`config.mk`:
```
export PLATFORM = sky130hd
export DESIGN_NAME = http_header_framer
export DESIGN_NICKNAME = d
export VERILOG_FILES = /design/src/design/hhf_pkg.sv /design/src/design/hhf_core.sv /design/src/design/hhf_out_buf.sv /design/src/design/http_header_framer.sv
export SDC_FILE = /design/constraint.sdc
export NUM_CORES = 1
export LEC_CHECK = 0
export ABC_AREA = 0
export BUFFER_PORTS_ARGS = -buffer_cell sky130_fd_sc_hd__buf_2
export CAP_MARGIN = 15
export CORE_ASPECT_RATIO = 1.1
export CORE_MARGIN = 4
export CORE_UTILIZATION = 37
export CTS_CLUSTER_DIAMETER = 80
export DETAILED_ROUTE_END_ITERATION = 8
export PLACE_DENSITY = 0.63
export RECOVER_POWER = 100
export SETUP_SLACK_MARGIN = 0.5
export SLEW_MARGIN = 20
export SYNTH_ARGS = -nofsm -noshare
export SYNTH_HDL_FRONTEND = slang
export SYNTH_SLANG_ARGS = --single-unit
```
`constraint.sdc`:
```
create_clock -name clk_i -period 7.2 [get_ports clk_i]
set_input_delay 0.72 -clock clk_i [delete_from_list [all_inputs] [get_ports clk_i]]
set_output_delay 0.72 -clock clk_i [all_outputs]
set_load 0.02 [all_outputs]
```
`src/design/hhf_pkg.sv`:
```
// Shared types and constants for the HTTP header framer.
// Holds the input, mode, event and error codes and the result record.
// No dependencies; every other file of the block imports it.
package hhf_pkg;

  // Input operation codes carried on the input tuser.
  typedef enum logic [1:0] {
    OP_DATA = 2'd0,
    OP_ARM  = 2'd1,
    OP_STOP = 2'd2
  } op_e;

  // Receive mode of the framer.
  typedef enum logic [1:0] {
    MODE_IDLE    = 2'd0,
    MODE_HDR     = 2'd1,
    MODE_BODY    = 2'd2,
    MODE_GETTAIL = 2'd3
  } mode_e;

  // Result event codes carried on the output tuser.
  typedef enum logic [2:0] {
    EV_NONE  = 3'd0,
    EV_HBYTE = 3'd1,
    EV_LINE  = 3'd2,
    EV_RESP  = 3'd3,
    EV_REQ   = 3'd4,
    EV_BODY  = 3'd5,
    EV_ERR   = 3'd6
  } event_e;

  // Error codes reported with an error event.
  typedef enum logic [2:0] {
    ERR_NONE    = 3'd0,
    ERR_HDRS    = 3'd1,
    ERR_LINE    = 3'd2,
    ERR_FIRST   = 3'd3,
    ERR_GETBODY = 3'd4,
    ERR_IDLE    = 3'd5
  } err_e;

  // One result item as it moves from the core to the output queue.
  typedef struct packed {
    event_e     ev;
    err_e       code;
    logic [7:0] data;
    logic       last;
  } result_t;

  localparam result_t RESULT_NONE = '{ev: EV_NONE, code: ERR_NONE, data: 8'h00, last: 1'b0};

  // Configuration register indexes.
  localparam logic CFG_MAX_HEADERS = 1'b0;
  localparam logic CFG_MAX_LINE    = 1'b1;

  // Register reset values before truncation to the configured length width.
  localparam int unsigned RST_MAX_HEADERS = 2048;
  localparam int unsigned RST_MAX_LINE    = 1024;

  // Characters and first-line tags.
  localparam logic [7:0]  CH_LF      = 8'h0A;
  localparam logic [7:0]  CH_CR      = 8'h0D;
  localparam logic [31:0] TAG_HTTP   = 32'h4854_5450;
  localparam logic [23:0] TAG_GET    = 24'h47_4554;
  localparam logic [2:0]  PREFIX_LEN = 3'd4;

endpackage

```
`src/design/hhf_core.sv`:
```
// Framing state and the per-byte update logic of the HTTP header framer.
// Works on the registered input item and yields up to two results.
// Depends on hhf_pkg.
module hhf_core #(
  parameter int LENGTH_BITS = 12
) (
  input  logic                   clk_i,
  input  logic                   rst_ni,
  input  logic                   fire_i,
  input  logic [1:0]             op_i,
  input  logic [7:0]             byte_i,
  input  logic                   pend_i,
  input  logic [LENGTH_BITS-1:0] max_hdr_i,
  input  logic [LENGTH_BITS-1:0] max_line_i,
  output logic [1:0]             count_o,
  output hhf_pkg::result_t       res0_o,
  output hhf_pkg::result_t       res1_o
);
  import hhf_pkg::*;

  localparam logic [LENGTH_BITS-1:0] LINE_MAX  = {LENGTH_BITS{1'b1}};
  localparam logic [LENGTH_BITS:0]   TOTAL_MAX = {(LENGTH_BITS + 1){1'b1}};

  mode_e                  mode_q, mode_d;
  logic                   cr_q, cr_d;
  logic [LENGTH_BITS-1:0] line_q, line_d;
  logic [LENGTH_BITS:0]   total_q, total_d;
  logic                   first_q, first_d;
  logic [31:0]            pb_q, pb_d;
  logic [2:0]             pc_q, pc_d;

  logic [LENGTH_BITS-1:0] len1, len2;
  logic                   pupd1, pupd2;
  logic [31:0]            pb1, pb2;
  logic [2:0]             pc1, pc2;
  logic [LENGTH_BITS+1:0] sum_w;
  logic [LENGTH_BITS:0]   total_sat;
  logic                   http_ok, get_ok;
  logic [LENGTH_BITS:0]   line_chk;
  logic [1:0]             n;
  result_t                r0, r1;

  // A held CR becomes content first, then the new byte does.
  assign len1  = (cr_q && line_q != LINE_MAX) ? line_q + 1'b1 : line_q;
  assign pupd1 = cr_q && !first_q && (pc_q < PREFIX_LEN);
  assign pb1   = pupd1 ? {pb_q[23:0], CH_CR} : pb_q;
  assign pc1   = pupd1 ? pc_q + 3'd1 : pc_q;

  assign len2  = (len1 != LINE_MAX) ? len1 + 1'b1 : len1;
  assign pupd2 = !first_q && (pc1 < PREFIX_LEN);
  assign pb2   = pupd2 ? {pb1[23:0], byte_i} : pb1;
  assign pc2   = pupd2 ? pc1 + 3'd1 : pc1;

  // Completed line added to the running total, saturating at all ones.
  assign sum_w     = {1'b0, total_q} + {2'b00, line_q};
  assign total_sat = sum_w[LENGTH_BITS+1] ? TOTAL_MAX : sum_w[LENGTH_BITS:0];

  // First-line sorting on the empty line.
  assign http_ok = first_q && (pc_q >= PREFIX_LEN) && (pb_q == TAG_HTTP);
  assign get_ok  = first_q && (((pc_q == 3'd3) && (pb_q == {8'h00, TAG_GET})) ||
                               ((pc_q >= PREFIX_LEN) && (pb_q[31:8] == TAG_GET)));

  // Partial line length after this byte, a newly held CR included.
  assign line_chk = (byte_i == CH_CR) ? ({1'b0, len1} + {{LENGTH_BITS{1'b0}}, 1'b1})
                                      : {1'b0, len2};

  // Next state and results for the item in the input register.
  always_comb begin
    mode_d  = mode_q;
    cr_d    = cr_q;
    line_d  = line_q;
    total_d = total_q;
    first_d = first_q;
    pb_d    = pb_q;
    pc_d    = pc_q;
    n       = 2'd0;
    r0      = RESULT_NONE;
    r1      = RESULT_NONE;
    case (op_i)
      OP_ARM, OP_STOP: begin
        cr_d    = 1'b0;
        line_d  = '0;
        total_d = '0;
        first_d = 1'b0;
        pb_d    = '0;
        pc_d    = '0;
        mode_d  = (op_i == OP_ARM) ? MODE_HDR : MODE_IDLE;
      end
      OP_DATA: begin
        case (mode_q)
          MODE_HDR: begin
            if (byte_i == CH_LF) begin
              cr_d = 1'b0;
              n    = 2'd1;
              if (line_q != '0) begin
                total_d = total_sat;
                first_d = 1'b1;
                line_d  = '0;
                if (total_sat > {1'b0, max_hdr_i}) begin
                  mode_d  = MODE_IDLE;
                  r0.ev   = EV_ERR;
                  r0.code = ERR_HDRS;
                end else begin
                  r0.ev = EV_LINE;
                end
              end else if (http_ok) begin
                mode_d = MODE_BODY;
                r0.ev  = EV_RESP;
              end else if (get_ok) begin
                mode_d = pend_i ? MODE_IDLE : MODE_GETTAIL;
                r0.ev  = EV_REQ;
              end else begin
                mode_d  = MODE_IDLE;
                r0.ev   = EV_ERR;
                r0.code = ERR_FIRST;
              end
            end else begin
              if (byte_i == CH_CR) begin
                cr_d   = 1'b1;
                line_d = len1;
                pb_d   = pb1;
                pc_d   = pc1;
              end else begin
                cr_d   = 1'b0;
                line_d = len2;
                pb_d   = pb2;
                pc_d   = pc2;
              end
              // Content results: the held CR first, then the byte itself.
              if (cr_q) begin
                r0.ev   = EV_HBYTE;
                r0.data = CH_CR;
                if (byte_i != CH_CR) begin
                  r1.ev   = EV_HBYTE;
                  r1.data = byte_i;
                  n       = 2'd2;
                end else begin
                  n = 2'd1;
                end
              end else if (byte_i != CH_CR) begin
                r0.ev   = EV_HBYTE;
                r0.data = byte_i;
                n       = 2'd1;
              end
              // A partial line too long at packet end replaces those results.
              if (pend_i && (line_chk > {1'b0, max_line_i})) begin
                mode_d = MODE_IDLE;
                r0     = RESULT_NONE;
                r1     = RESULT_NONE;
                r0.ev   = EV_ERR;
                r0.code = ERR_LINE;
                n       = 2'd1;
              end
            end
          end
          MODE_BODY: begin
            r0.ev   = EV_BODY;
            r0.data = byte_i;
            n       = 2'd1;
          end
          MODE_GETTAIL: begin
            mode_d  = MODE_IDLE;
            r0.ev   = EV_ERR;
            r0.code = ERR_GETBODY;
            n       = 2'd1;
          end
          default: begin
            mode_d  = MODE_IDLE;
            r0.ev   = EV_ERR;
            r0.code = ERR_IDLE;
            n       = 2'd1;
          end
        endcase
      end
      default: begin
      end
    endcase
    // Mark the final result of the item.
    if (n == 2'd1) begin
      r0.last = 1'b1;
    end else if (n == 2'd2) begin
      r1.last = 1'b1;
    end
  end

  assign count_o = n;
  assign res0_o  = r0;
  assign res1_o  = r1;

  // State registers, updated when the item is handed on.
  always_ff @(posedge clk_i or negedge rst_ni) begin
    if (!rst_ni) begin
      mode_q  <= MODE_IDLE;
      cr_q    <= 1'b0;
      line_q  <= '0;
      total_q <= '0;
      first_q <= 1'b0;
      pb_q    <= '0;
      pc_q    <= '0;
    end else if (fire_i) begin
      mode_q  <= mode_d;
      cr_q    <= cr_d;
      line_q  <= line_d;
      total_q <= total_d;
      first_q <= first_d;
      pb_q    <= pb_d;
      pc_q    <= pc_d;
    end
  end

endmodule

```
`src/design/hhf_out_buf.sv`:
```
// Two-slot result queue that drives the output stream of the framer.
// Takes up to two results per cycle and hands out one per transfer.
// Depends on hhf_pkg.
module hhf_out_buf (
  input  logic             clk_i,
  input  logic             rst_ni,
  input  logic [1:0]       push_n_i,
  input  hhf_pkg::result_t res0_i,
  input  hhf_pkg::result_t res1_i,
  input  logic             ready_i,
  output logic             valid_o,
  output hhf_pkg::result_t head_o,
  output logic [1:0]       space_o
);
  import hhf_pkg::*;

  result_t    slot0_q, slot0_d;
  result_t    slot1_q, slot1_d;
  logic [1:0] count_q, count_d;
  logic [1:0] count_mid;
  logic       pop;

  assign valid_o = (count_q != 2'd0);
  assign head_o  = slot0_q;
  assign pop     = valid_o && ready_i;
  // Free slots once this cycle's transfer is taken into account.
  assign space_o = 2'd2 - count_q + {1'b0, pop};

  // Shift on a transfer, then append the new results behind what remains.
  always_comb begin
    slot0_d   = slot0_q;
    slot1_d   = slot1_q;
    count_mid = count_q;
    if (pop) begin
      slot0_d   = slot1_q;
      count_mid = count_q - 2'd1;
    end
    if (push_n_i != 2'd0) begin
      case (count_mid)
        2'd0: begin
          slot0_d = res0_i;
          slot1_d = res1_i;
        end
        2'd1: begin
          slot1_d = res0_i;
        end
        default: begin
        end
      endcase
    end
    count_d = count_mid + push_n_i;
  end

  always_ff @(posedge clk_i or negedge rst_ni) begin
    if (!rst_ni) begin
      count_q <= 2'd0;
    end else begin
      count_q <= count_d;
    end
  end

  always_ff @(posedge clk_i) begin
    slot0_q <= slot0_d;
    slot1_q <= slot1_d;
  end

endmodule

```
`src/design/http_header_framer.sv`:
```
// HTTP header framer, top level.
// Byte stream in on s_axis: tdata is the received byte, tuser the operation
// (data byte, arm and clear, force idle), tlast marks the last byte of a
// packet. Results leave on m_axis: tuser is the event code, tdata carries the
// error code and the header or body byte, tlast marks the final result of an
// input item. Limits are written through the cfg port (index 0 header total
// limit, index 1 partial line limit); the user must write them only while
// the block is idle, and the block itself does not enforce this.
// Throughput is one input item per cycle as long as each item gives at most
// one result and the receiver does not stall; a CR passed on ahead of a
// following byte gives two results, handed out one per transfer. The two-slot
// output queue sets that figure. An accepted item waits in the input register
// until the queue has room; its results enter the queue, whose head drives m_axis.
// After reset the block is idle with the limits at 2048 and 1024 (truncated
// to LENGTH_BITS); data bytes are reported as errors until an arm operation.
// When the receiver stalls, the queue fills and s_axis_tready_o drops; no
// result is lost and the framing state stands still until space frees up.
// Depends on hhf_pkg, hhf_core and hhf_out_buf.
module http_header_framer #(
  parameter int LENGTH_BITS = 12
) (
  input  logic                   clk_i,
  input  logic                   rst_ni,
  // Input stream.
  input  logic                   s_axis_tvalid_i,
  output logic                   s_axis_tready_o,
  input  logic [7:0]             s_axis_tdata_i,  // data_byte[7:0]
  input  logic [1:0]             s_axis_tuser_i,  // op[1:0]
  input  logic                   s_axis_tlast_i,
  // Result stream.
  output logic                   m_axis_tvalid_o,
  input  logic                   m_axis_tready_i,
  output logic [15:0]            m_axis_tdata_o,  // error_code[2:0], data_out[10:3], zero fill
  output logic [2:0]             m_axis_tuser_o,  // event_res[2:0]
  output logic                   m_axis_tlast_o,
  // Configuration writes.
  input  logic                   cfg_valid_i,
  output logic                   cfg_ready_o,
  input  logic                   cfg_index_i,
  input  logic [LENGTH_BITS-1:0] cfg_data_i
);
  import hhf_pkg::*;

  logic                   in_valid_q, in_valid_d;
  logic [1:0]             in_op_q;
  logic [7:0]             in_byte_q;
  logic                   in_last_q;
  logic [LENGTH_BITS-1:0] max_hdr_q, max_line_q;
  logic                   s_accept;
  logic                   advance;
  logic [1:0]             core_n;
  logic [1:0]             space;
  result_t                res0, res1, head;

  // The registered item moves on when the queue has room for its results.
  assign advance         = in_valid_q && (core_n <= space);
  assign s_axis_tready_o = !in_valid_q || advance;
  assign s_accept        = s_axis_tvalid_i && s_axis_tready_o;

  assign in_valid_d = s_accept ? 1'b1 : (advance ? 1'b0 : in_valid_q);

  always_ff @(posedge clk_i or negedge rst_ni) begin
    if (!rst_ni) begin
      in_valid_q <= 1'b0;
    end else begin
      in_valid_q <= in_valid_d;
    end
  end

  // Input register payload.
  always_ff @(posedge clk_i) begin
    if (s_accept) begin
      in_op_q   <= s_axis_tuser_i;
      in_byte_q <= s_axis_tdata_i;
      in_last_q <= s_axis_tlast_i;
    end
  end

  // Configuration registers; every write transfer is taken at once.
  assign cfg_ready_o = 1'b1;

  always_ff @(posedge clk_i or negedge rst_ni) begin
    if (!rst_ni) begin
      max_hdr_q  <= LENGTH_BITS'(RST_MAX_HEADERS);
      max_line_q <= LENGTH_BITS'(RST_MAX_LINE);
    end else if (cfg_valid_i && cfg_ready_o) begin
      if (cfg_index_i == CFG_MAX_HEADERS) begin
        max_hdr_q <= cfg_data_i;
      end else begin
        max_line_q <= cfg_data_i;
      end
    end
  end

  hhf_core #(
    .LENGTH_BITS(LENGTH_BITS)
  ) u_core (
    .clk_i     (clk_i),
    .rst_ni    (rst_ni),
    .fire_i    (advance),
    .op_i      (in_op_q),
    .byte_i    (in_byte_q),
    .pend_i    (in_last_q),
    .max_hdr_i (max_hdr_q),
    .max_line_i(max_line_q),
    .count_o   (core_n),
    .res0_o    (res0),
    .res1_o    (res1)
  );

  hhf_out_buf u_out_buf (
    .clk_i   (clk_i),
    .rst_ni  (rst_ni),
    .push_n_i(advance ? core_n : 2'd0),
    .res0_i  (res0),
    .res1_i  (res1),
    .ready_i (m_axis_tready_i),
    .valid_o (m_axis_tvalid_o),
    .head_o  (head),
    .space_o (space)
  );

  // Output packing.
  assign m_axis_tdata_o = {5'b00000, head.data, head.code};
  assign m_axis_tuser_o = head.ev;
  assign m_axis_tlast_o = head.last;

endmodule

```
## Word-level counts from Yosys, hierarchy flattened

Index checks and enable logic that the tools add are counted.
W data, S select, Z words.

| word-level totals | value |
|---|---|
| register bits after elaboration | 132 |
| bits in latches | 0 |
| memory bits (writable) | 0 |
| bits in read-only memories | 0 |
| output and inout port bits | 23 |
| memories | 0 |

| cells by class | value |
|---|---|
| $add $sub $neg | 10 |
| multipliers | 0 |
| div/mod/pow operators | 0 |
| $lt $le $gt $ge | 6 |
| equal/unequal tests | 25 |
| shifts and indexed selects | 0 |
| multiplexer cells | 86 |
| bitwise operators | 1 |
| reduce and logical (&&, ||, !) cells | 34 |

Operators with widths:

| kind | number |
|---|---|
| $mux W32 | 5 |
| $mux W15 | 9 |
| $mux W12 | 6 |
| $mux W13 | 5 |
| $pmux W32 S2 | 1 |
| $mux W2 | 17 |
| $eq A32 B23 Y1 const B | 1 |
| $eq A32 B31 Y1 const B | 1 |
| $pmux W15 S2 | 1 |
| $mux W3 | 9 |
| $gt A13 B12 Y1 | 2 |
| $pmux W13 S2 | 1 |
| $add A12 B1 Y12 const B | 2 |
| $eq A24 B23 Y1 const B | 1 |
| $mux W8 | 3 |
| $ne A12 B12 Y1 const B | 2 |
| $pmux W12 S2 | 1 |
| $mux W1 | 17 |
| $eq A8 B4 Y1 const B | 2 |
| $pmux W8 S2 | 1 |
| $add A13 B12 Y14 | 1 |
| $add A12 B1 Y13 const B | 1 |
| $logic_and A1 B1 Y1 | 13 |
| $mux W6 | 2 |
| 33 further kinds | 58 |

## Depth between registers and ports, before layout

Gate-level depths: netlist (run 1).

| depth | value |
|---|---|
| depth in word-level cells | 17 |
| mapped depth | 31 |
| depth with buffers taken out | 28 |

## Modules after synthesis

From an unflattened synthesis (run 1), not the netlist that was laid out.

| unflattened totals | value |
|---|---|
| cells, all modules | 898 |
| area total of the unflattened synthesis | 8783.4 um^2 |

By module, submodules not included:

| module | times used | cells each | area an instance (um^2) | seq. area each (um^2) |
|---|---|---|---|---|
| hhf_core | 1 | 713 | 5809.3 | 1601.5 |
| hhf_out_buf | 1 | 99 | 1520.2 | 800.8 |
| http_header_framer | 1 | 86 | 1453.9 | 958.4 |

## Worst setup path before layout (run 1)

OpenSTA, ideal clock, no wires.

| path | value |
|---|---|
| path kind | reg2reg |
| start | register u_core.line_q[1] |
| end | register u_out_buf.slot1_q[0] (netlist name) (enable) |
| setup time | 0.396 ns |
| arrival | 6.939 ns |
| path slack | -0.135 ns |
| cell stages (with the launch flop) | 27 |
| cells stage by stage | dfrtp_1 ha_1 clkbuf_1 nand3_1 o41ai_2 mux2_2 ha_1 or3b_1 or4_4 nor4_1 buf_2 nand2_1 mux2_2 ha_1 nor2b_1 o21a_1 o21ai_0 a211o_1 a31oi_1 nor4_1 ha_1 nor2b_1 o21ai_0 nand2_1 nor2_1 nand2_1 a31oi_1 |

| on the way | value |
|---|---|
| cells in the longest elaborated chain, start to end | 17 |
| elaborated cells between the ends (all ways) | 20 |
| classes of those cells | add/sub (3); order compare (2); eq/ne (2); mux (8); reduce/logical (5) |

RTL lines:

| element | RTL line | RTL |
|---|---|---|
| start: declaration | hhf_core.sv:26 | `logic [LENGTH_BITS-1:0] line_q, line_d;` |
| start signal: assignment | hhf_core.sv:203 | `line_q <= line_d;` |
| parallel branches: the longest is 2 deep, another holds $add A12 B1 Y12 | - |  |
| $mux W12 * | hhf_core.sv:44 | `assign len1 = (cr_q && line_q != LINE_MAX) ? line_q + 1'b1 : line_q;` |
| $add A12 B1 Y12 or $ne A12 B12 Y1 (tied branches) | hhf_core.sv:49 | `assign len2 = (len1 != LINE_MAX) ? len1 + 1'b1 : len1;` |
| $mux W12 | hhf_core.sv:49 |  |
| $mux W13 * | hhf_core.sv:64 | `assign line_chk = (byte_i == CH_CR) ? ({1'b0, len1} + {{LENGTH_BITS{1'b0}}, 1'b1})` |
| $gt A13 B12 Y1 * | hhf_core.sv:146 | `if (pend_i && (line_chk > {1'b0, max_line_i})) begin` |
| $logic_and A1 B1 Y1 * | hhf_core.sv:146 |  |
| $mux W2 * | hhf_core.sv:146 |  |
| $mux W2 * | hhf_core.sv:92 | `if (byte_i == CH_LF) begin` |
| $mux W2 * | hhf_core.sv:90 | `case (mode_q)` |
| $mux W2 * | hhf_core.sv:79 | `case (op_i)` |
| $le A2 B2 Y1 | http_header_framer.sv:56 | `assign advance = in_valid_q && (core_n <= space);` |
| $logic_and A1 B1 Y1 | http_header_framer.sv:56 |  |
| $mux W2 * | http_header_framer.sv:114 | `.push_n_i(advance ? core_n : 2'd0),` |
| $reduce_bool A2 Y1 * | hhf_out_buf.sv:38 | `if (push_n_i != 2'd0) begin` |
| $reduce_and A2 Y1 (no source line) * | - |  |
| end signal: assignment | hhf_out_buf.sv:64 | `slot1_q <= slot1_d;` |
| end: declaration | hhf_out_buf.sv:18 | `result_t slot1_q, slot1_d;` |

Every way passes the cells marked *.
A chain may end at the register's enable or synchronous reset.

## Final worst setup path (run 1)

| path | value |
|---|---|
| start | register u_core.line_q[9] |
| end | output s_axis_tready_o |

| on the way | value |
|---|---|
| cells in the longest elaborated chain, start to end | 15 |
| elaborated cells between the ends (all ways) | 18 |
| classes of those cells | add/sub (3); order compare (2); eq/ne (2); mux (7); reduce/logical (4) |

RTL lines:

| element | RTL line | RTL |
|---|---|---|
| parallel branches: the longest is 2 deep, another holds $add A12 B1 Y12 | - |  |
| $mux W12 * | hhf_core.sv:44 |  |
| $add A12 B1 Y12 or $ne A12 B12 Y1 (tied branches) | hhf_core.sv:49 |  |
| $mux W12 | hhf_core.sv:49 |  |
| $mux W13 * | hhf_core.sv:64 |  |
| $gt A13 B12 Y1 * | hhf_core.sv:146 |  |
| $logic_and A1 B1 Y1 * | hhf_core.sv:146 |  |
| $mux W2 * | hhf_core.sv:146 |  |
| $mux W2 * | hhf_core.sv:92 |  |
| $mux W2 * | hhf_core.sv:90 |  |
| $mux W2 * | hhf_core.sv:79 |  |
| $le A2 B2 Y1 * | http_header_framer.sv:56 |  |
| $logic_and A1 B1 Y1 * | http_header_framer.sv:56 |  |
| $logic_or A1 B1 Y1 * | http_header_framer.sv:57 | `assign s_axis_tready_o = !in_valid_q \|\| advance;` |
| end: declaration | http_header_framer.sv:26 | `output logic s_axis_tready_o,` |

Marks and branches as above.

==> impl_metrics.json, run 1 <==
{
  "grt_max_degree": 70,
  "tightest_slew_ps": 3890,
  "synth_seq_cells": 132,
  "io-pin-count": 52,
  "setup_tns_ps": 0,
  "placed_area_sq_um": 8990,
  "fp.dieH_um": 166,
  "numCtsBuffers": 17,
  "yosys_most_used_dff": "dfrtp_1",
  "cts.sinks": 132,
  "p_sw_share_pct": 36.9,
  "multiInputGateArea_sq_um": 4750,
  "grt_first_pass_wirelength_um": 35600,
  "rsz0062_at_grt": "false",
  "rows": 57,
  "io_buffers": 45,
  "synth_warnings": 0,
  "drv_cap": 1,
  "cts.clk_slew.worst_paths_ps": 60,
  "nFillCells": 2166,
  "area_growth_pct": 16.6,
  "hold_viol_final": 0,
  "failed_checks": "capacitance limit, slew limit",
  "p_comb_share_pct": 30.6,
  "viasPerCell": 5.57,
  "cp_data_arrival_time_ps": 5910,
  "status": "finished, violations left",
  "endpoint": "s_axis_tready_o",
  "die_area_sq_um": 25100,
  "clock_power_share_pct": 32.1,
  "fin_crit_ps": 6630,
  "routed_wl_um": 21900,
  "dr.first_iter.drc_count": 705,
  "netlist_instances": 894,
  "rrSetupSlack_ps": 680,
  "cts_buffer_depth": 2,
  "yosysSeqAreaShare_pct": 40.2,
  "grt_usage_pct": 17.5,
  "end_kind": "output port",
  "p_int_uw": 1720,
  "post-place-ws_ps": 200,
  "pwr-share-seq_pct": 37.3,
  "vias": 7004,
  "core_sq_um": 22200,
  "fin_skew_ps": 12.2,
  "critical_path_peak_fanout": 5,
  "ant_nets": 0,
  "p_leak_uw": 0.00421,
  "switching_power_uw": 1000,
  "grt_overflow": 0,
  "synthesis.area_sq_um": 8360,
  "cp.required_ps": 6480,
  "gp_congestion": 0.907,
  "async_flop_share_pct": 68.9,
  "report.final.slew_viol_count": 70,
  "wl_per_cell_um": 17.4,
  "seq_area_sq_um": 3370,
  "worst_slack_ps": 568,
  "powerDensity_nw_per_um2": 279,
  "postSynthAreaPerCell_sq_um": 9.36,
  "finalInstanceArea_sq_um": 9750,
  "antenna_found_initial": 0,
  "cts.htree.levels": 4,
  "startpoint": "u_core.line_q[9]",
  "drc": 0,
  "cts_tree": "yes",
  "die_w_um": 151,
  "r2r_cells": 23,
  "ir_drop_uv": 161,
  "rr_endpoint": "u_core.pb_q[7]",
  "floorplan.initialDensity_pct": 37.7,
  "cts_root_buf": "clkbuf_16",
  "insertion_delay_ps": 420,
  "setup_violations": 0,
  "crit_type": "reg2out",
  "finalCritPeriodShare_pct": 92.1,
  "worstHoldPathType": "in2reg",
  "start_kind": "flop",
  "drive_gt1_share_pct": 15.2,
  "ys_types": 81,
  "fin_nets": 1034,
  "reg2reg_from": "u_core.line_q[9]",
  "synth_edf_count": 26,
  "drtPass1Iterations": 9,
  "diodes": 0,
  "relSlewSlack_pct": -159,
  "dp_hpwl_um": 15600,
  "grt_pass1_vias": 6758,
  "fmax_mhz": 151
}
final cells by class:
type,instances,area share (%)
multi-input cells,664,48.7
repair buffers,83,4.91
inverters,52,2.00
well taps,295,3.78
flip-flops and latches,132,34.5
clock buffers,20,4.91
clock inverters,12,1.17
cell usage in the layout, fill, tap and decap left out, types with 6 or more instances in the layout:
master and count:
buf_4 31, dfxtp_1 15, buf_2 22, clkbuf_1 28
dfrtp_2 6, a22o_1 16, and3_1 9, a21oi_1 30
and2_1 6, xnor2_1 23, a21o_1 6, inv_1 52
nor2b_1 8, xor2_1 9, ha_1 54, nor4_1 13
o21ai_0 64, nor3_1 16, a222oi_1 16, edfxtp_1 26
mux2i_1 30, nand2b_1 15, nand2_1 89, nand4_1 14
nand3_1 22, clkbuf_16 19, a211oi_1 6, dfrtp_1 83
conb_1 6, o21a_1 7, a32oi_1 10, or2_2 6
mux2_2 17, nor2_1 59
state kept, by name (all words and copies together) (netlist names), 2 cells and up:
signal / flops
u_out_buf.count_q: 2
u_out_buf.slot1_q: 15
u_core.line_q: 12
in_byte_q: 8
u_core.mode_q: 2
in_op_q: 2
max_line_q: 12
max_hdr_q: 12
u_core.total_q: 13
u_core.pc_q: 3
u_out_buf.head_o: 15
u_core.pb_q: 32
cells in the mapped netlist (6+ instances only):
cell / instances / area share [%]
a32oi_1: 10 / 1.0
nand3_1: 23 / 1.4
nand2_1: 93 / 4.2
a211oi_1: 6 / 0.54
nor4_1: 15 / 1.1
mux2_2: 18 / 2.4
nand2b_1: 15 / 1.1
dfxtp_1: 15 / 3.6
dfrtp_1: 89 / 27
inv_1: 52 / 2.3
nand4_1: 14 / 1.0
xor2_1: 9 / 0.94
mux2i_1: 30 / 3.6
clkbuf_1: 34 / 1.5
buf_2: 6 / 0.36
nor3_1: 17 / 1.0
o21ai_0: 65 / 3.9
buf_4: 6 / 0.54
or2_2: 6 / 0.45
nor2b_1: 9 / 0.67
xnor2_1: 24 / 2.5
a222oi_1: 16 / 1.9
edfxtp_1: 26 / 9.3
a21o_1: 8 / 0.72
a21oi_1: 31 / 1.9
a22o_1: 16 / 1.7
and3_1: 9 / 0.67
o21a_1: 7 / 0.63
nor2_1: 60 / 2.7
ha_1: 54 / 8.1
worst min path at each step:
| stage | startpoint | depth (start not counted) | end | slack, ps |
|---|---|---|---|---|
| after floorplan | rst_ni | 0 | in_valid_q | 420 |
| after global placement | u_core.total_q[0] | 2 | u_core.total_q[0] | 480 |
| after detailed placement | max_line_q[7] | 1 | max_line_q[7] | 490 |
| after CTS | rst_ni | 1 | u_core.pb_q[30] | 180 |
| after global routing | s_axis_tdata_i[4] | 1 | in_byte_q[4] | 460 |
| final | s_axis_tdata_i[1] | 1 | in_byte_q[1] | 470 |
worst max-delay path: stages (launching register included):
cell      delay [ps]
dfrtp_1          440
nand4_4          180
o41ai_4          490
mux2_1           250
ha_1             210
or3b_1           350
or4_4            470
or2_2            350
nor2_1           140
xor2_1           150
nand2_1           70
ha_1             290
nand4_1          100
o311ai_0         610
a31oi_4          150
nor4_4           250
ha_1             290
nor2b_1          130
o21ai_1          210
inv_1            100
nand2_2          100
buf_4            140
kinds of logic after synthesis:
family                   share of synthesized area [%]
AND/OR/NAND/NOR                                   18.6
AO/OA/AOI/OAI                                     18.1
flip-flops                                        40.2
XOR/XNOR                                          3.46
buffers and inverters                             5.13
multiplexers                                      6.15
adder cells (fa/ha/maj)                           8.32
other                                           0.0898
metal layers:
layer,part of all wire (%),track usage [%]
met5,0,0
met4,1.6,5.13
met3,5.0,3.06
met2,47,27.9
met1,46,24.4
stage by stage:
| stage | utilization (%) | total power (uW) | hold slack, ps | std cells |
|---|---|---|---|---|
| finish | 44.0 | 2720 | 472 | 1258 |
| CTS | 43.3 | 2720 | 184 | 1244 |
| global route | 44.0 | 2890 | 462 | 1258 |
| detailed placement | 40.5 | 1840 | 494 | 1210 |
| floorplan | - | 1590 | 424 | 898 |
| global placement | 40.5 | 1820 | 476 | 1210 |
power groups by stage:
stage	logic [uW]	clock network, uW	registers, uW
floorplan	548	0	1040
global placement	800	0	1020
detailed placement	812	0	1020
CTS	822	888	1010
global route	934	923	1030
finish	831	872	1020
what timing repair did:
action	4_1_cts	5_1_grt
gates resized for setup	8	20
hold buffers	0	0
pin swaps	1	7
setup endpoints to repair	65	93
setup buffers	2	14
endpoints found under the hold margin	0	0
No activity file was read; power rests on OpenSTA's default activity.
==> inputs of run 2 (changes only) <==
--- a/config.mk
+++ b/config.mk
@@ -6,7 +6,7 @@
 export NUM_CORES = 1
 export LEC_CHECK = 0
 export ABC_AREA = 0
-export BUFFER_PORTS_ARGS = -buffer_cell sky130_fd_sc_hd__buf_2
+export BUFFER_PORTS_ARGS = -buffer_cell sky130_fd_sc_hd__clkbuf_2
 export CAP_MARGIN = 15
 export CORE_ASPECT_RATIO = 1.1
 export CORE_MARGIN = 4
==> impl_metrics.json, run 2 (synthesis results as in run 1) <==
{
  "status": "finished, violations left",
  "failed_checks": "capacitance limit, slew limit",
  "powerDensity_nw_per_um2": 281,
  "hold_viol_final": 0,
  "finalCritPeriodShare_pct": 91.3,
  "cts.hold.buffers_added": 0,
  "crit_type": "reg2out",
  "grt_max_degree": 78,
  "cts_root_buf": "clkbuf_16",
  "setup_violations": 0,
  "reg2reg_from": "u_core.line_q[1]",
  "nFillCells": 2137,
  "cts.sinks": 132,
  "core_sq_um": 22200,
  "report.final.slew_viol_count": 78,
  "fmax_mhz": 152,
  "cp_data_arrival_time_ps": 5860,
  "layout_common_cells": "90 x nand2_1, 87 x dfrtp_1, 64 x o21ai_0",
  "diodes": 0,
  "cts_tree": "yes",
  "rows": 57,
  "rrSetupSlack_ps": 640,
  "viasPerCell": 5.59,
  "p_total_uw": 2740,
  "io_buffers": 45,
  "drc": 0,
  "die_w_um": 151,
  "drv_cap": 1,
  "drtPass1Iterations": 7,
  "fin_nets": 1032,
  "routed_wl_um": 21900,
  "grt_overflow": 0,
  "cts.clk_slew.worst_paths_ps": 60,
  "critical_path_peak_fanout": 5,
  "tightest_slew_ps": 4160,
  "fin_skew_ps": 12.2,
  "gp_congestion": 0.937,
  "end_kind": "output port",
  "io-pin-count": 52,
  "worstHoldPathType": "in2async",
  "largest_register": "u_core.pb_q",
  "final_common_cell": "nand2_1",
  "cts_buffer_depth": 2,
  "fp.dieH_um": 166,
  "relSlewSlack_pct": -177,
  "r2r_cells": 24,
  "cts.htree.levels": 4,
  "vias": 7024,
  "grt_pass1_vias": 6754,
  "floorplan.initialDensity_pct": 37.7,
  "grt_first_pass_wirelength_um": 35700,
  "cp.required_ps": 6480,
  "numCtsBuffers": 17,
  "start_kind": "flop",
  "area_growth_pct": 16.3,
  "grt_usage_pct": 17.7,
  "multiInputGateArea_sq_um": 4750,
  "dp_cells": 1215,
  "dr.first_iter.drc_count": 531,
  "die_area_sq_um": 25100,
  "rr_endpoint": "u_core.pb_q[4]",
  "drive_gt1_share_pct": 14.9,
  "ant_nets": 0,
  "setup_tns_ps": 0,
  "p_leak_uw": 0.00418,
  "antenna_found_initial": 0,
  "final_cells": 1256,
  "ir_drop_uv": 151,
  "insertion_delay_ps": 430,
  "largest_reg_flops": 32,
  "seq_area_sq_um": 3360,
  "fin_crit_ps": 6580,
  "rsz0062_at_grt": "false",
  "wl_per_cell_um": 17.5,
  "dp_hpwl_um": 15900
}
==> run 2: what timing repair did <==
action                     4_1_cts  5_1_grt
buffers inserted                 1        8
resized for setup                9       19
setup endpoints to repair       48       93
gates cloned                     0        0
pin swaps                        2       13
==> run 2: worst max path at each step <==
stage / start / endpoint / slack [ps]
after CTS: u_core.line_q[4] / s_axis_tready_o / 540
final: u_core.line_q[1] / s_axis_tready_o / 620
after detailed placement: u_core.line_q[4] / u_core.pb_q[4] / 200
after floorplan: u_core.line_q[1] / u_core.pb_q[7] / 550
after global routing: u_core.line_q[1] / s_axis_tready_o / 270
after global placement: u_core.line_q[0] / u_core.pb_q[5] / 390
==> run 2: metal layers <==
layer  vias up  global-route usage (%)  part of all wire [%]
met1      3377                    23.8                    45
met4         0                    5.64                   2.4
met5         -                       0                     0
met3        40                    3.52                   5.3
met2       211                    28.5                    47
li1       3396                       -                     -
==> run 2: final cells by class <==
| class | count | share of cell area (%) |
|---|---|---|
| clock inverter | 14 | 1.57 |
| sequential | 132 | 34.6 |
| tap | 295 | 3.79 |
| clock buffer | 18 | 4.52 |
| timing repair buffer | 81 | 4.67 |
| multi-input combinational | 664 | 48.9 |
| inverter | 52 | 2.01 |
==> run 2: critical path: stages, from the launching register on <==
cell      delay (ps)
dfrtp_1          350
ha_2             190
nand3_2           90
o41ai_4          500
mux2_1           280
ha_4             160
or3b_1           340
or4_4            560
or2_2            350
nor2_1           140
xor2_1           160
nand2_1           80
ha_1             290
nand4_1           90
o311ai_0         540
a31oi_4          140
nor4_4           240
ha_1             300
nor2b_1          150
o21ai_2          150
inv_1             70
nand2_2           90
buf_4            140
==> run 2: power by group <==
| part | leakage (uW) | internal (uW) | switching (uW) |
|---|---|---|---|
| Sequential | 0.00158 | 903 | 111 |
| Combinational | 0.00232 | 302 | 541 |
| Clock | 0.000279 | 522 | 357 |
| Total | 0.00418 | 1730 | 1010 |
==> run 2: metrics by stage <==
step	instance area (sq um)	hold WS [ps]	util, %	setup WS [ps]
2_1_floorplan	8460	424	-	553
3_3_place_gp	9020	483	40.7	391
3_5_place_dp	9020	492	40.7	198
4_1_cts	9650	135	43.5	535
5_1_grt	9730	418	43.9	269
6_report	9730	355	43.9	623
==> inputs of run 3 (changes only) <==
--- a/config.mk
+++ b/config.mk
@@ -6,14 +6,15 @@
 export NUM_CORES = 1
 export LEC_CHECK = 0
 export ABC_AREA = 0
-export BUFFER_PORTS_ARGS = -buffer_cell sky130_fd_sc_hd__clkbuf_2
 export CAP_MARGIN = 15
 export CORE_ASPECT_RATIO = 1.1
-export CORE_MARGIN = 4
+export CORE_MARGIN = 2
 export CORE_UTILIZATION = 37
 export CTS_CLUSTER_DIAMETER = 80
 export DETAILED_ROUTE_END_ITERATION = 8
-export PLACE_DENSITY = 0.63
+export DONT_BUFFER_PORTS = 1
+export MAX_ROUTING_LAYER = met4
+export PLACE_DENSITY = 0.61
 export RECOVER_POWER = 100
 export SETUP_SLACK_MARGIN = 0.5
 export SLEW_MARGIN = 20
==> impl_metrics.json, run 3 (synthesis results as in run 1) <==
{
  "status": "finished, violations left",
  "failed_checks": "capacitance limit, slew limit",
  "die_w_um": 147,
  "drtPass1Iterations": 6,
  "wl_per_cell_um": 18.1,
  "cp_slowest_cell": "or4_1",
  "layout_common_cells": "91 x nand2_1, 88 x dfrtp_1, 64 x o21ai_0",
  "hold_viol_final": 0,
  "post-route-util_pct": 42.5,
  "crit_type": "reg2out",
  "cts.htree.levels": 4,
  "p_total_uw": 2620,
  "insertion_delay_ps": 430,
  "tightest_slew_ps": 4850,
  "cts_tree": "yes",
  "powerDensity_nw_per_um2": 278,
  "relSlewSlack_pct": -223,
  "drv_cap": 1,
  "end_kind": "output port",
  "grt_first_pass_wirelength_um": 35600,
  "final_cells": 1211,
  "critPathMaxStageDelay_ps": 500,
  "fin_crit_ps": 6600,
  "grt_max_degree": 90,
  "grt_usage_pct": 19.4,
  "worstPathCellList": "nand2_2 -> o41ai_4 -> mux2_1 -> ha_1 -> or3b_1 -> or4_1 -> nor4_1 -> nand2_1 -> mux2_2 -> ha_1 -> nor2b_1 -> o21a_1 -> o21ai_0 -> a211o_1 -> a31oi_4 -> nor3_4 -> a21o_1 -> ha_1 -> nand2_1 -> o21ai_1 -> inv_1 -> nand2_1",
  "multiInputGateArea_sq_um": 4700,
  "routed_wl_um": 22000,
  "fp.dieH_um": 162,
  "final_common_cell": "nand2_1",
  "nFillCells": 2193,
  "largest_reg_flops": 32,
  "rows": 57,
  "floorplan.initialDensity_pct": 37.8,
  "drive_gt1_share_pct": 11.7,
  "fin_nets": 986,
  "finalInstanceArea_sq_um": 9410,
  "grt_overflow": 0,
  "ir_drop_uv": 144,
  "numCtsBuffers": 17,
  "fin_skew_ps": 11.7,
  "rsz0062_at_grt": "false",
  "io_buffers": 0,
  "largest_register": "u_core.pb_q",
  "gp_congestion": 0.916,
  "cp.required_ps": 6480,
  "cts.clk_slew.worst_paths_ps": 60,
  "seq_area_sq_um": 3360,
  "antenna_found_initial": 0,
  "dr.first_iter.drc_count": 469,
  "grt_use_met1_pct": 24.8,
  "cp_data_arrival_time_ps": 5880,
  "dp_hpwl_um": 15800,
  "vias": 6793,
  "setup_tns_ps": 0,
  "drc": 0,
  "grt_util_met3_pct": 3.43,
  "report.final.slew_viol_count": 90,
  "area_growth_pct": 12.5,
  "placed_area_sq_um": 8820,
  "p_leak_uw": 0.00402,
  "use_met2_pct": 31.3,
  "critical_path_peak_fanout": 6,
  "start_kind": "flop",
  "io-pin-count": 52,
  "cts.sinks": 132,
  "die_area_sq_um": 23800,
  "viasPerCell": 5.61,
  "finalCritPeriodShare_pct": 91.6,
  "worstHoldPathType": "in2async",
  "cts_buffer_depth": 2,
  "setup_violations": 0,
  "busiest_layer": "met2",
  "cts_root_buf": "clkbuf_16",
  "ant_nets": 0,
  "dp_cells": 1173,
  "grt_pass1_vias": 6574,
  "core_sq_um": 22100,
  "fmax_mhz": 152
}
==> run 3: cell count changes in the layout (fill, tap and decap cells not counted), moves of 3 or more <==
cell,delta
buf_4,-3
clkbuf_1,-20
clkbuf_2,-21
clkinvlp_4,-3
ha_1,+3
==> run 3: final timing paths <==
path                              startpoint           endpoint  slack [ps]  cells past startpoint
max                         u_core.line_q[5]    s_axis_tready_o         600                     22
min                                   rst_ni      max_hdr_q[11]         140                      0
max reg2reg                 u_core.line_q[5]     u_core.pb_q[5]         640                     25
min reg2reg                u_core.total_q[0]  u_core.total_q[0]         500                      2
max in group asynchronous             rst_ni   u_core.line_q[4]        2020                      1
min in group clk_i         s_axis_tdata_i[0]       in_byte_q[0]         390                      0
==> run 3: cell type report <==
class | count | area share, %
Sequential cell | 132 | 35.7
Multi-Input combinational cell | 664 | 49.9
Clock inverter | 12 | 0.998
Inverter | 52 | 2.08
Clock buffer | 20 | 4.75
Antenna cell | 1 | 0.0266
Timing Repair Buffer | 35 | 2.55
Tap cell | 295 | 3.92
==> run 3: repair_timing <==
action                                  CTS  global route
pin swaps                                 2             2
resized for setup                         4             9
buffers inserted                          1             3
gates cloned                              0             0
hold buffers                              1             0
endpoints found under the setup margin   94            92
endpoints found under the hold margin    89             0
==> run 3: power breakdown <==
group / internal [uW] / switching (uW)
Combinational: 269 / 465
Clock: 457 / 359
Sequential: 903 / 163
Total: 1630 / 988
==> run 3: metal layers <==
layer / share of wire [%] / vias to the layer above / routed length (um)
met2: 47 / 187 / 10400
li1: - / 3298 / -
met4: 2.3 / 0 / 496
met5: 0 / - / 0
met1: 46 / 3273 / 10100
met3: 4.3 / 35 / 954
==> run 3: worst max-delay path, delay by kind of cell (launching register included) <==
kind | cells | cell delay (ps)
fa+ha+maj | 3 | 740
simple gates | 9 | 1970
mux | 2 | 530
buf+inv | 1 | 70
flops | 1 | 470
compound gates | 7 | 1680
==> run 3: metrics by stage <==
stage / setup WS (ps) / hold WS, ps
6_report: 603 / 140
5_1_grt: 285 / 127
4_1_cts: 509 / 133
3_5_place_dp: 80.5 / 426
3_3_place_gp: 229 / 426
2_1_floorplan: 553 / 424
